**src/hw/rtl/btsd_pkg.sv**
```systemverilog
// Shared types and constants for the binary token string decoder.
// Holds the result kind codes, the result record and the extended-page size.
// No dependencies.
package btsd_pkg;

	// Number of valid entries over all extended token pages
	localparam int EXT_ENTRIES = 1024;
	localparam int EXT_IDX_W   = 11;

	// Result payload widths
	localparam int VALUE_W = 16;
	localparam int KIND_W  = 4;
	localparam int OUSER_W = KIND_W + 1;

	typedef enum logic [KIND_W-1:0] {
		KIND_DICT      = 4'd0,
		KIND_EXT       = 4'd1,
		KIND_EXT_RANGE = 4'd2,
		KIND_RAW_BYTE  = 4'd3,
		KIND_DIGIT     = 4'd4,
		KIND_EMPTY     = 4'd5,
		KIND_PAIR      = 4'd6,
		KIND_LIST_SIZE = 4'd7,
		KIND_LIST_ERR  = 4'd8
	} kind_t;

	typedef struct packed {
		kind_t              kind;
		logic [VALUE_W-1:0] value;
		logic               token_end;
		logic               last;
	} res_t;

endpackage

```
**src/hw/rtl/binary_token_string_decoder.sv**
```systemverilog
// Binary token string decoder: byte-wide token parser with a two-slot result stage.
// Depends on btsd_pkg for result kinds, the result record and the page size.
//
// A byte's first result passes the input register, then the result register, and is
// presented once the result stage has room. Throughput: one byte per cycle while
// the result stage has room; a byte that yields two digit characters holds the result
// stage for two output transactions. Bytes that only advance the parser yield nothing.
// Reset (arst_n low, asynchronous) clears parser state and all valid flags.
module binary_token_string_decoder (
	input  logic                        clk,
	input  logic                        arst_n,
	input  logic                        s_tvalid,
	output logic                        s_tready,
	input  logic [7:0]                  s_tdata,  // [7:0] data_byte
	input  logic                        s_tuser,  // [0] list_header
	output logic                        m_tvalid,
	input  logic                        m_tready,
	output logic [btsd_pkg::VALUE_W-1:0] m_tdata, // [15:0] value
	output logic [btsd_pkg::OUSER_W-1:0] m_tuser, // [3:0] kind, [4] last
	output logic                        m_tlast   // token_end
);
	import btsd_pkg::*;

	typedef enum logic [2:0] {
		PH_IDLE,
		PH_EXT,
		PH_LEN20,
		PH_LEN31,
		PH_RAW,
		PH_NIBLEN,
		PH_NIB,
		PH_LIST
	} phase_t;

	localparam logic [EXT_IDX_W-1:0] EXT_LIMIT = EXT_IDX_W'(EXT_ENTRIES);

	// Input stage
	logic       valid_s1;
	logic [7:0] byte_s1;
	logic       lh_s1;

	// Result stage: slot a is presented, slot b holds the second digit
	res_t res_a_s2, res_b_s2;
	logic res_a_valid_s2, res_b_valid_s2;

	// Parser state
	phase_t      phase_q, phase_nx;
	logic [30:0] remaining_q, remaining_nx;
	logic [30:0] accum_q, accum_nx;
	logic [1:0]  hbl_q, hbl_nx;
	logic [1:0]  page_q, page_nx;
	logic        hex_q, hex_nx;
	logic        odd_q, odd_nx;

	logic        pop, load_ok, advance;
	res_t        r0, r1;
	logic [1:0]  n_res;
	logic [30:0] rem_dec, accum_sh, len;
	logic [1:0]  hbl_dec;
	logic [9:0]  ext_idx;

	function automatic logic [7:0] digit_char(input logic [3:0] d, input logic hex);
		logic [7:0] base;
		base = hex ? 8'h41 : 8'h2d;
		if (d < 4'd10) begin
			digit_char = 8'h30 + {4'd0, d};
		end else begin
			digit_char = base + {4'd0, d} - 8'd10;
		end
	endfunction

	// Handshake between stages
	assign pop      = res_a_valid_s2 && m_tready;
	assign load_ok  = !res_b_valid_s2 && (!res_a_valid_s2 || pop);
	assign advance  = valid_s1 && load_ok;
	assign s_tready = !valid_s1 || load_ok;

	assign m_tvalid = res_a_valid_s2;
	assign m_tdata  = res_a_s2.value;
	assign m_tuser  = {res_a_s2.last, res_a_s2.kind};
	assign m_tlast  = res_a_s2.token_end;

	assign rem_dec  = remaining_q - 31'd1;
	assign accum_sh = {accum_q[22:0], byte_s1};
	assign hbl_dec  = hbl_q - 2'd1;
	assign ext_idx  = {page_q, byte_s1};
	assign len      = (phase_q == PH_LEN20) ? {11'd0, accum_sh[19:0]} : accum_sh;

	// Token parser: next state and up to two results for the byte in s1
	always_comb begin
		phase_nx     = phase_q;
		remaining_nx = remaining_q;
		accum_nx     = accum_q;
		hbl_nx       = hbl_q;
		page_nx      = page_q;
		hex_nx       = hex_q;
		odd_nx       = odd_q;
		r0           = '0;
		r1           = '0;
		n_res        = 2'd0;
		case (phase_q)
			PH_IDLE: begin
				if (lh_s1) begin
					if (byte_s1 == 8'h00) begin
						r0 = '{KIND_LIST_SIZE, '0, 1'b1, 1'b0};
						n_res = 2'd1;
					end else if (byte_s1 == 8'hf8) begin
						hbl_nx = 2'd1; accum_nx = '0; phase_nx = PH_LIST;
					end else if (byte_s1 == 8'hf9) begin
						hbl_nx = 2'd2; accum_nx = '0; phase_nx = PH_LIST;
					end else begin
						r0 = '{KIND_LIST_ERR, {8'd0, byte_s1}, 1'b1, 1'b0};
						n_res = 2'd1;
					end
				end else if (byte_s1 < 8'd236) begin
					r0 = '{KIND_DICT, {8'd0, byte_s1}, 1'b1, 1'b0};
					n_res = 2'd1;
				end else if (byte_s1 <= 8'd239) begin
					page_nx = byte_s1[1:0];
					phase_nx = PH_EXT;
				end else if (byte_s1 == 8'd250) begin
					r0 = '{KIND_PAIR, '0, 1'b0, 1'b0};
					n_res = 2'd1;
				end else if (byte_s1 == 8'd252) begin
					hbl_nx = 2'd1; accum_nx = '0; phase_nx = PH_LEN31;
				end else if (byte_s1 == 8'd253) begin
					hbl_nx = 2'd3; accum_nx = '0; phase_nx = PH_LEN20;
				end else if (byte_s1 == 8'd254) begin
					// zero in the byte counter stands for four length bytes
					hbl_nx = 2'd0; accum_nx = '0; phase_nx = PH_LEN31;
				end else if (byte_s1 == 8'd251 || byte_s1 == 8'd255) begin
					hex_nx = (byte_s1 == 8'd251);
					phase_nx = PH_NIBLEN;
				end else begin
					r0 = '{KIND_EMPTY, '0, 1'b1, 1'b0};
					n_res = 2'd1;
				end
			end
			PH_EXT: begin
				r0.kind = ({1'b0, ext_idx} < EXT_LIMIT) ? KIND_EXT : KIND_EXT_RANGE;
				r0.value = {6'd0, ext_idx};
				r0.token_end = 1'b1;
				n_res = 2'd1;
				phase_nx = PH_IDLE;
			end
			PH_LEN20, PH_LEN31: begin
				accum_nx = accum_sh;
				hbl_nx = hbl_dec;
				if (hbl_dec == 2'd0) begin
					if (len == 31'd0) begin
						r0 = '{KIND_EMPTY, '0, 1'b1, 1'b0};
						n_res = 2'd1;
						phase_nx = PH_IDLE;
					end else begin
						remaining_nx = len;
						phase_nx = PH_RAW;
					end
				end
			end
			PH_RAW: begin
				remaining_nx = rem_dec;
				r0 = '{KIND_RAW_BYTE, {8'd0, byte_s1}, (rem_dec == 31'd0), 1'b0};
				n_res = 2'd1;
				if (rem_dec == 31'd0) begin
					phase_nx = PH_IDLE;
				end
			end
			PH_NIBLEN: begin
				remaining_nx = {24'd0, byte_s1[6:0]};
				odd_nx = byte_s1[7];
				if (byte_s1[6:0] == 7'd0) begin
					r0 = '{KIND_EMPTY, '0, 1'b1, 1'b0};
					n_res = 2'd1;
					phase_nx = PH_IDLE;
				end else begin
					phase_nx = PH_NIB;
				end
			end
			PH_NIB: begin
				remaining_nx = rem_dec;
				r0.kind = KIND_DIGIT;
				r0.value = {8'd0, digit_char(byte_s1[7:4], hex_q)};
				// pad nibble of an odd digit count is dropped
				if (rem_dec == 31'd0 && odd_q) begin
					r0.token_end = 1'b1;
					n_res = 2'd1;
				end else begin
					r1.kind = KIND_DIGIT;
					r1.value = {8'd0, digit_char(byte_s1[3:0], hex_q)};
					r1.token_end = (rem_dec == 31'd0);
					n_res = 2'd2;
				end
				if (rem_dec == 31'd0) begin
					phase_nx = PH_IDLE;
				end
			end
			PH_LIST: begin
				accum_nx = {15'd0, accum_q[7:0], byte_s1};
				hbl_nx = hbl_dec;
				if (hbl_dec == 2'd0) begin
					r0 = '{KIND_LIST_SIZE, {accum_q[7:0], byte_s1}, 1'b1, 1'b0};
					n_res = 2'd1;
					phase_nx = PH_IDLE;
				end
			end
			default: begin
				phase_nx = PH_IDLE;
			end
		endcase
		// mark the final result of this byte
		if (n_res == 2'd1) begin
			r0.last = 1'b1;
		end
		if (n_res == 2'd2) begin
			r1.last = 1'b1;
		end
	end

	// Control: valid flags and parser state
	always_ff @(posedge clk or negedge arst_n) begin
		if (!arst_n) begin
			valid_s1       <= 1'b0;
			res_a_valid_s2 <= 1'b0;
			res_b_valid_s2 <= 1'b0;
			phase_q        <= PH_IDLE;
			remaining_q    <= '0;
			accum_q        <= '0;
			hbl_q          <= '0;
			page_q         <= '0;
			hex_q          <= 1'b0;
			odd_q          <= 1'b0;
		end else begin
			if (s_tready) begin
				valid_s1 <= s_tvalid;
			end
			// a new byte only loads when slot b is empty
			if (advance && n_res != 2'd0) begin
				res_a_valid_s2 <= 1'b1;
			end else if (pop) begin
				res_a_valid_s2 <= res_b_valid_s2;
			end
			if (advance && n_res == 2'd2) begin
				res_b_valid_s2 <= 1'b1;
			end else if (pop) begin
				res_b_valid_s2 <= 1'b0;
			end
			if (advance) begin
				phase_q     <= phase_nx;
				remaining_q <= remaining_nx;
				accum_q     <= accum_nx;
				hbl_q       <= hbl_nx;
				page_q      <= page_nx;
				hex_q       <= hex_nx;
				odd_q       <= odd_nx;
			end
		end
	end

	// Payload registers
	always_ff @(posedge clk) begin
		if (s_tready && s_tvalid) begin
			byte_s1 <= s_tdata;
			lh_s1   <= s_tuser;
		end
		if (advance && n_res != 2'd0) begin
			res_a_s2 <= r0;
		end else if (pop && res_b_valid_s2) begin
			res_a_s2 <= res_b_s2;
		end
		if (advance && n_res == 2'd2) begin
			res_b_s2 <= r1;
		end
	end

	// Checks
	a_b_needs_a: assert property (@(posedge clk) disable iff (!arst_n)
		res_b_valid_s2 |-> res_a_valid_s2)
		else $error("second result slot filled while first is empty");

	a_no_overwrite: assert property (@(posedge clk) disable iff (!arst_n)
		advance |-> !res_b_valid_s2)
		else $error("byte processed while result stage is full");

	a_pair_order: assert property (@(posedge clk) disable iff (!arst_n)
		res_b_valid_s2 |-> (!res_a_s2.last && res_b_s2.last))
		else $error("digit pair last flag misplaced");

	a_count_live: assert property (@(posedge clk) disable iff (!arst_n)
		(phase_q == PH_RAW || phase_q == PH_NIB) |-> (remaining_q != 31'd0))
		else $error("string phase with zero bytes remaining");

	a_list_count: assert property (@(posedge clk) disable iff (!arst_n)
		(phase_q == PH_LIST) |-> (hbl_q != 2'd0))
		else $error("list header phase with no bytes left");

endmodule
```
**config.mk**
```make
export PLATFORM = sky130hd
export DESIGN_NAME = binary_token_string_decoder
export DESIGN_NICKNAME = d
export VERILOG_FILES = /design/src/hw/rtl/btsd_pkg.sv /design/src/hw/rtl/binary_token_string_decoder.sv
export SDC_FILE = /design/constraint.sdc
export NUM_CORES = 1
export LEC_CHECK = 0
export ABC_CLOCK_PERIOD_IN_PS = 6400
export BUFFER_PORTS_ARGS = -buffer_cell sky130_fd_sc_hd__buf_2
export CAP_MARGIN = 10
export CORE_ASPECT_RATIO = 2
export CORE_MARGIN = 5
export CORE_UTILIZATION = 65
export CTS_BUF_LIST = sky130_fd_sc_hd__clkbuf_8
export CTS_CLUSTER_SIZE = 8
export DETAILED_ROUTE_END_ITERATION = 8
export HOLD_SLACK_MARGIN = 0.02
export PLACE_DENSITY = 0.95
export SLEW_MARGIN = 25
export SYNTH_ARGS = -nofsm -noshare
export SYNTH_HDL_FRONTEND = slang
export SYNTH_SLANG_ARGS = --single-unit
```
**constraint.sdc**
```tcl
create_clock -name clk -period 6.4 [get_ports clk]
set_input_delay 0.96 -clock clk [delete_from_list [all_inputs] [get_ports clk]]
set_output_delay 0.96 -clock clk [all_outputs]
set_load 0.01 [all_outputs]
```
[Yosys cells after proc, flatten, opt, wreduce, memory -nomap -nowiden]
Cells that the tools add are included.
W data, S select, Z words.
Cells by class
  $lt $le $gt $ge: 4
  div/mod/pow operators: 0
  multiply operators: 0
  shifts and indexed selects: 0
  equal/unequal tests: 29
  muxes and demuxes: 90
  bitwise gates (word level): 8
  reduce and logical (&&, ||, !) cells: 39
  $add $sub $neg: 8
Operator list (number)
  $mux W21: 11
  $mux W23: 10
  $pmux W21 S7: 1
  $mux W22: 6
  $mux W31: 3
  $pmux W31 S3: 1
  $pmux W23 S3: 1
  $eq A8 B8 Y1 const B: 8
  $logic_not A31 Y1: 2
  $mux W3: 16
  $sub A31 B1 Y31 const B: 1
  $mux W2: 12
  $mux W1: 21
  $mux W20: 1
  $pmux W3 S6: 1
  $mux W8: 2
  $reduce_and A8 Y1: 2
  $sub A8 B4 Y8 const B: 2
  $add A6 B4 Y7 const A: 2
  $eq A3 B3 Y1 const B: 4
  $ne A3 B3 Y1 const B: 4
  $pmux W2 S6: 1
  $reduce_and A10 Y1: 1
  $reduce_bool A2 Y1: 5
  other kinds (33): 60
Word-level totals
  flip-flop bits (word level): 119
  input port bits: 13
  logic and storage cells: 199
  bits in writable memories: 0
  bits in latches: 0
  bits in read-only memories: 0
  memories kept: 0
  output and inout port bits: 24

[Longest topological paths before layout]
Gate-level depths: netlist of run 1.
  depth after elaboration: 14
  gate-level depth with buffers: 11
  depth with buffers taken out: 10

[Worst setup path after synthesis of run 1]
OpenSTA, ideal clock, no wires.
  path kind: register to register
  start point: reg byte_s1[1]
  end point: reg res_a_s2, in the netlist m_tdata[0], enable pin
  arrival: 2.824 ns
  path buffers: 1
  library setup time: 0.379 ns
  period minus slack after synthesis: 3.203 ns
  required time: 6.021 ns
  path slack: 3.197 ns
  stages on the path, launching flop included: 10
  path through: edfxtp_1 > inv_1 > ha_1 > nor2b_1 > nand4b_1 > o31ai_1 > nand2_1 > a211o_1 > clkbuf_1 > nand2_1
On the way
  word-level cells in the longest chain between the ends: 14
  elaborated cells between the ends (all ways): 33
  classes of those cells: 2 x order compare; 8 x eq/ne; 16 x mux; 7 x reduce/logical
Ends and longest elaborated chain
  start, declared: RTL line binary_token_string_decoder.sv:39  | logic [7:0] byte_s1;
  start signal, assigned: RTL line binary_token_string_decoder.sv:262  | byte_s1 <= s_tdata;
  $eq A8 B8 Y1: RTL line binary_token_string_decoder.sv:131  | end else if (byte_s1 == 8'd251 || byte_s1 == 8'd255) begin
  $logic_or A1 B1 Y1: RTL line binary_token_string_decoder.sv:131
  $mux W1: RTL line binary_token_string_decoder.sv:131
  $mux W1: RTL line binary_token_string_decoder.sv:128  | end else if (byte_s1 == 8'd254) begin
  $mux W1: RTL line binary_token_string_decoder.sv:126  | end else if (byte_s1 == 8'd253) begin
  $mux W1: RTL line binary_token_string_decoder.sv:124  | end else if (byte_s1 == 8'd252) begin
  $mux W1: RTL line binary_token_string_decoder.sv:121  | end else if (byte_s1 == 8'd250) begin
  $mux W1: RTL line binary_token_string_decoder.sv:118  | end else if (byte_s1 <= 8'd239) begin
  $mux W1: RTL line binary_token_string_decoder.sv:115  | end else if (byte_s1 < 8'd236) begin
  $mux W2: RTL line binary_token_string_decoder.sv:103  | if (lh_s1) begin
  $pmux W2 S6 *: RTL line binary_token_string_decoder.sv:101  | case (phase_q)
  $reduce_bool A2 Y1 *: RTL line binary_token_string_decoder.sv:265  | if (advance && n_res != 2'd0) begin
  $logic_and A1 B1 Y1 *: RTL line binary_token_string_decoder.sv:265
  $reduce_bool A2 Y1 (no source line) *
  end signal, assigned: RTL line binary_token_string_decoder.sv:266  | res_a_s2 <= r0;
  end signal, assigned: RTL line binary_token_string_decoder.sv:268  | res_a_s2 <= res_b_s2;
  end, declared: RTL line binary_token_string_decoder.sv:43  | res_t res_a_s2, res_b_s2;
Every way passes the cells marked *; elsewhere a longest branch is shown, timed or not.
A chain may end at the register's enable or synchronous reset.

[Worst setup path after layout of run 1]
  start point: reg remaining_q[6]
  end point: reg res_b_s2[4] in the netlist's numbering, enable pin
On the way
  word-level cells in the longest chain between the ends: 7
Ends and longest elaborated chain
  start, declared: RTL line binary_token_string_decoder.sv:48  | logic [30:0] remaining_q, remaining_nx;
  start signal, assigned: RTL line binary_token_string_decoder.sv:249  | remaining_q <= remaining_nx;
  $sub A31 B1 Y31: RTL line binary_token_string_decoder.sv:83  | assign rem_dec = remaining_q - 31'd1;
  $logic_not A31 Y1: RTL line binary_token_string_decoder.sv:184  | if (rem_dec == 31'd0 && odd_q) begin
  $logic_and A1 B1 Y1: RTL line binary_token_string_decoder.sv:184
  $mux W2: RTL line binary_token_string_decoder.sv:184
  $pmux W2 S6: RTL line binary_token_string_decoder.sv:101
  $eq A2 B2 Y1: RTL line binary_token_string_decoder.sv:270  | if (advance && n_res == 2'd2) begin
  $logic_and A1 B1 Y1: RTL line binary_token_string_decoder.sv:270
  end signal, assigned: RTL line binary_token_string_decoder.sv:271  | res_b_s2 <= r1;
  end, declared: RTL line binary_token_string_decoder.sv:43
Every way passes these cells.

==> results of run 1 <==
## flip-flops by register name, indices dropped and copies added, names as in the netlist, 2 cells and up
| register | flops |
|---|---|
| page_q | 2 |
| accum_q | 23 |
| remaining_q | 31 |
| m_tuser | 5 |
| hbl_q | 2 |
| byte_s1 | 8 |
| phase_q | 3 |
| m_tdata | 16 |
| res_b_s2 | 10 |
## where the power goes
part | total [W] | switching [W] | internal, W
clock network | 0.000408 | 0.000259 | 0.000149
logic | 0.00110 | 0.000719 | 0.000382
registers | 0.00128 | 0.000310 | 0.000969
## per-layer routing
layer	vias to the layer above	routed length, um	share of wire (%)	global-route usage, %
li1	2806	-	-	-
met1	2974	6700	32	37.1
met2	393	10800	52	60.0
met3	130	1380	6.6	6.15
met4	0	2020	9.6	30.1
met5	-	0	0	0
## how the worst min path moves through the flow
stage                     startpoint  endpoint  slack, ns  depth (start not counted)
final                       hbl_q[1]  hbl_q[1]       0.51                          2
after CTS                   hbl_q[1]  hbl_q[1]       0.52                          2
after floorplan             hbl_q[1]  hbl_q[1]       0.45                          2
after detailed placement    hbl_q[1]  hbl_q[1]       0.49                          2
after global routing        hbl_q[1]  hbl_q[1]       0.56                          2
after global placement      hbl_q[1]  hbl_q[1]       0.47                          2
## critical path, stage by stage (launching register included)
cell      delay (ns)
dfrtp_1         0.44
nor4_2          0.80
nand3_1         0.58
nor4_2          0.55
xor2_1          0.39
nor2_1          0.09
and4bb_2        0.29
a21oi_1         0.77
## cell usage in the layout, fill, tap and decap left out, types with 10 or more instances in the layout
cell type,instances
and3_1,10
dfrtp_1,66
a21oi_1,61
a22oi_1,12
nor4_1,14
ha_1,19
inv_1,31
nand2_1,84
buf_2,36
o21ai_0,91
o31ai_1,18
nand3_1,16
nor3_1,34
nor2_1,60
edfxtp_1,41
## cell type report
| class | instances | share of cell area (%) |
|---|---|---|
| inverters | 31 | 1.66 |
| diodes | 1 | 0.0356 |
| repair buffers | 44 | 3.42 |
| clock buffers | 9 | 1.76 |
| well taps | 135 | 2.40 |
| multi-input cells | 566 | 48.9 |
| flip-flops and latches | 107 | 41.0 |
| clock inverters | 7 | 0.819 |
## logic make-up (layout without fill, tap and decap cells)
group,Yosys count,in the layout
AND/OR/NAND/NOR,274,274
AO/OA/AOI/OAI,252,252
flip-flops,107,107
buffers and inverters,77,91
adder cells (fa/ha/maj),23,23
XOR/XNOR,14,14
multiplexers,3,3
other,0,1
## metrics by stage
| step | utilization (%) | hold WS [ns] |
|---|---|---|
| floorplan | - | 0.450 |
| global placement | 68.2 | 0.466 |
| detailed placement | 68.2 | 0.491 |
| CTS | 70.0 | 0.515 |
| global route | 70.1 | 0.556 |
| finish | 70.1 | 0.514 |
==> results.cfg, run 1 <==
[run_status]
status = completed

[detailed_routing]
drt_wl_total_mm = 20.9
drtPass1Iterations = 5
drcViolationCount = 0
ant_nets = 0
vias = 6303
dr.first_iter.drc_count = 704
wl_per_cell_um = 23.3
vias_per_cell = 7.00

[timing]
hold_violations = 0
setup_ws_ns = 2.13
skew_ns = 0.0162
min_period_ns = 4.27
rsz0062_at_grt = false
relSlewSlack_pct = 27.3
finalCritPeriodShare_pct = 66.7
tns_ns = 0
worstMarginPinSlew_ns = 1.08
fmax_mhz = 234
setup_viol = 0
drv_slew = 0

[clocking]
cts_setup_buffers = 0
cts.sinks = 107
clockBufferDepth = 2
cts_tree = yes
numCtsBuffers = 9
hold_buffers = 0
cts_resized = 0
htreeDepth = 3
root_buffer = clkbuf_8
clk_latency_ns = 0.39
clkSlewWorstSetupHoldPaths_ns = 0.11

[synthesis]
synth_area_leaders = dfrtp_1 25%, edfxtp_1 19%, o21ai_0 6.9%
synthArstFlopShare_pct = 61.7
syn-num-nets = 786
synth.area.mux_share_pct = 0.473
ys_seq_area_share_pct = 43.6
ys_ff_latch = 107
synth_warnings = 0
ys.flop_type = dfrtp_1
synth.avg_cell_area_um2 = 8.81
synth_most_common_cell = o21ai_0
synth_top_family_by_area = compound AO/OA/AOI/OAI gates
synth_edf_count = 41
synth-compound-area-share_pct = 23.3
synth_top_area_share_pct = 25.0
synthAdderAreaFrac_pct = 4.81
synthCells = 750
synthTopCellsByCount = 91 x o21ai_0, 84 x nand2_1, 66 x dfrtp_1, 62 x a21oi_1, 60 x nor2_1
synthSimpleGateAreaFrac_pct = 21.4
netlist_area_um2 = 6610
yosysTopAreaCell = dfrtp_1
synthDistinctLibCells = 67
synth-xor-area-share_pct = 1.86

[layout]
layout.nets = 795
multiInputGateArea_um2 = 3430
drive_above_1_share_pct = 9.82
num-fill-cells = 841
fin_area_um2 = 7030
syn_to_final_growth_pct = 6.34
instances_no_fill = 900
seqCellArea_um2 = 2880

[place]
place_ws_ns = 2.20
dpl_cell_area_um2 = 6830
place_congestion = 1.10
place_inst = 883
hpwl_mm = 15.5
io_buffers = 36

[floorplan]
die_h_um = 153
coreArea_um2 = 10000
die_w_um = 81.3
die-area_um2 = 12400
rows = 52
start_util_pct = 65.9
ioPinCount = 37

[setup_path]
rr_worst_depth = 7
critPathArrivalTime_ns = 4.30
reg2reg_setup_slack_ns = 2.13
endpoint = res_b_s2[4]
required_ns = 6.43
r2r-start = remaining_q[6]
r2r_end = res_b_s2[4]
critPathLaunch = remaining_q[6]
end_kind = flop
path_max_fanout = 12
startpoint_type = flop
path_class = reg2reg

[flow_run]
maxCapViolCount = 0

[grt]
grt_usage_pct = 35.8
grt_max_degree = 67
overflow = 0
grt_pass1_vias = 6140
grt_pass1_wl_mm = 33.5
grt_antenna_before_repair = 1

[worst_hold_path]
hp-class = reg2reg

[power]
finalPower_w = 0.00279
leakage_nw = 2.71
vdd_ir_drop_max_v = 0.000272
power.density_nw_per_um2 = 397
(Power assumes the default switching activity.)
==> run 2: changes to the inputs <==
--- a/config.mk
+++ b/config.mk
@@ -5,12 +5,13 @@
 export SDC_FILE = /design/constraint.sdc
 export NUM_CORES = 1
 export LEC_CHECK = 0
-export ABC_CLOCK_PERIOD_IN_PS = 6400
+export ABC_AREA = 1
+export ABC_CLOCK_PERIOD_IN_PS = 4400
 export BUFFER_PORTS_ARGS = -buffer_cell sky130_fd_sc_hd__buf_2
 export CAP_MARGIN = 10
 export CORE_ASPECT_RATIO = 2
 export CORE_MARGIN = 5
-export CORE_UTILIZATION = 65
+export CORE_UTILIZATION = 64
 export CTS_BUF_LIST = sky130_fd_sc_hd__clkbuf_8
 export CTS_CLUSTER_SIZE = 8
 export DETAILED_ROUTE_END_ITERATION = 8
==> constraint.sdc (replaced) <==
create_clock -name clk -period 4.4 [get_ports clk]
set_input_delay 0.66 -clock clk [delete_from_list [all_inputs] [get_ports clk]]
set_output_delay 0.66 -clock clk [all_outputs]
set_load 0.01 [all_outputs]
==> run 2 against run 1 <==
Highest routed layer unchanged. Cell count rose by 24%. Register-to-register slack got worse by 1.3 ns. First-iteration DRC count fell by 5.3%. Setup slack got worse by 1.3 ns.
==> results.cfg, run 2 <==
[detailed_routing]
routed-wl-met3_mm = 1.14
drcViolationCount = 0
ant_nets = 0
drt_wl_total_mm = 21.9
drtPass1Iterations = 6
vias_per_cell = 6.12
wl_met1_mm = 6.82
top_layer_used = met4
dr.first_iter.drc_count = 667
vias = 6821
wl_per_cell_um = 19.7
dr_wl_met2_mm = 11.8

[synthesis]
synthArstFlopShare_pct = 61.7
yosysTopAreaCell = dfrtp_1
netlist_area_um2 = 6950
synth.avg_cell_area_um2 = 7.40
syn-num-nets = 975
ys_seq_area_share_pct = 41.5
synth_warnings = 0
synth_top_family_by_area = simple AND/OR/NAND/NOR gates
synthSimpleGateAreaFrac_pct = 30.1
synth-xor-area-share_pct = 0.972
synth_edf_count = 41
synth.area.mux_share_pct = 0
synthTopCellsByCount = 220 x nand2_1, 130 x inv_1, 105 x nor2_1, 95 x o21ai_0, 76 x nand3_1
synthAdderAreaFrac_pct = 4.57
synth_most_common_cell = nand2_1
synthDistinctLibCells = 44
synth_area_leaders = dfrtp_1 24%, edfxtp_1 18%, nand2_1 12%
synth_top_area_share_pct = 23.8
synth-compound-area-share_pct = 13.8
synthCells = 939
ys.flop_type = dfrtp_1
ys_ff_latch = 107

[clocking]
clk_latency_ns = 0.38
cts_tree = yes
hold_buffers = 0
cts.sinks = 107
cts_resized = 0
root_buffer = clkbuf_8
clockBufferDepth = 2
numCtsBuffers = 9
htreeDepth = 3
cts_setup_buffers = 0
clkSlewWorstSetupHoldPaths_ns = 0.12

[floorplan]
ioPinCount = 37
die_w_um = 83.7
die_h_um = 157
die-area_um2 = 13200
coreArea_um2 = 10800
rows = 54
start_util_pct = 64.3

[grt]
grt_pass1_wl_mm = 34.5
grt_usage_pct = 34.2
grt_pass1_vias = 6858
grt_max_degree = 58
overflow = 0
grt_antenna_before_repair = 0

[layout]
syn_to_final_growth_pct = 7.49
drive_above_1_share_pct = 10.4
finish.utilization_pct = 69.1
mostFrequentLayoutCells = 220 x nand2_1, 130 x inv_1, 105 x nor2_1, 95 x o21ai_0, 76 x nand3_1
regMostFlops = remaining_q
final_common_cell = nand2_1
largest_reg_flops = 31
layout.nets = 1005
n_antenna_cell = 0

[timing]
min_period_ns = 3.59
worstMarginPinSlew_ns = 0.808
skew_ns = 0.0122
rsz0062_at_grt = false
setup_viol = 0
drv_slew = 0
hold_violations = 0
relSlewSlack_pct = 46.1
finalCritPeriodShare_pct = 81.6
fmax_mhz = 279
tns_ns = 0

[setup_path]
worstPathCellList = inv_1 > ha_1 > nand3_1 > nor2_1 > nand2_1 > nor3_1 > nand2_1 > o22ai_1 > nor2_1 > nand3_1 > nand3_2 > buf_4 > nand3_1 > buf_4
path_class = reg2reg
startpoint_type = flop
crit_top_cell = nand3_1
path_max_fanout = 25
required_ns = 4.49
end_kind = flop
slowest_stage = edfxtp_1
cp_slowest_stage_delay_ns = 0.54
critPathArrivalTime_ns = 3.68

[power]
power.density_nw_per_um2 = 227
vdd_ir_drop_max_v = 0.000321
leakage_nw = 3.42

[place]
hpwl_mm = 16.6
place_congestion = 1.09
io_buffers = 36

[run_status]
status = completed

[worst_hold_path]
hp-class = in2async

[flow_run]
maxCapViolCount = 0
-- run 2: worst paths after layout --
path | from | endpoint | slack, ns | cells after the start
worst min register to register | page_q[1] | page_q[1] | 0.50 | 2
max in group asynchronous | arst_n | valid_s1 | 3.12 | 2
min in group clk | s_tdata[6] | byte_s1[6] | 0.45 | 1
worst max register to register | byte_s1[5] | m_tdata[11] | 0.81 | 14
worst min-delay path | arst_n | hbl_q[0] | 0.26 | 1
worst max-delay path | byte_s1[5] | m_tdata[11] | 0.81 | 14
-- run 2: cell type report --
| cell class | count | area (um2) |
|---|---|---|
| fillers | 932 | 3340 |
| inverters | 133 | 504 |
| multi-input cells | 671 | 3440 |
| well taps | 140 | 175 |
| flip-flops and latches | 107 | 2880 |
| clock inverters | 7 | 83.8 |
| repair buffers | 47 | 263 |
| clock buffers | 9 | 124 |
-- run 2: where the power goes --
part	switching [W]	leakage [nW]	internal, W	total, W
registers	0.000000000000000000266	1.03	0.00103	0.00103
logic	0.0000144	2.29	0.00000435	0.0000187
clock network	0.000413	0.106	0.000234	0.000647
total	0.000427	3.42	0.00127	0.00170
-- run 2: metal layers --
metal / vias to the layer above / GRT usage (%)
met1: 3148 / 32.0
met5: - / 0
li1: 3148 / -
met2: 375 / 64.3
met3: 150 / 4.30
met4: 0 / 29.2
-- run 2: critical path: cells and delay by family (launching register included) --
kind,cells,cell delay (ns)
and+or+nand+nor,9,1.45
buffers and inverters,3,0.81
DFF,1,0.54
AOI/OAI and AO/OA,1,0.28
adders and majority gates,1,0.20
-- run 2: kinds of logic (layout without fill, tap and decap cells) --
kind of cell / after synthesis / count (layout)
compound gates: 169 / 169
buf+inv: 161 / 196
simple gates: 473 / 473
xor+xnor: 6 / 6
flops: 107 / 107
fa+ha+maj: 23 / 23
-- run 2: per-stage QoR --
step	std cells	hold slack (ns)	setup WS [ns]	instance area (um2)	total power [W]
global placement	1098	0.468	0.966	7260	0.00107
detailed placement	1098	0.474	0.931	7260	0.00107
finish	1114	0.259	0.809	7470	0.00170
CTS	1114	0.268	0.862	7470	0.00169
global route	1114	0.299	0.564	7470	0.00174
floorplan	939	0.364	1.10	6950	0.00105
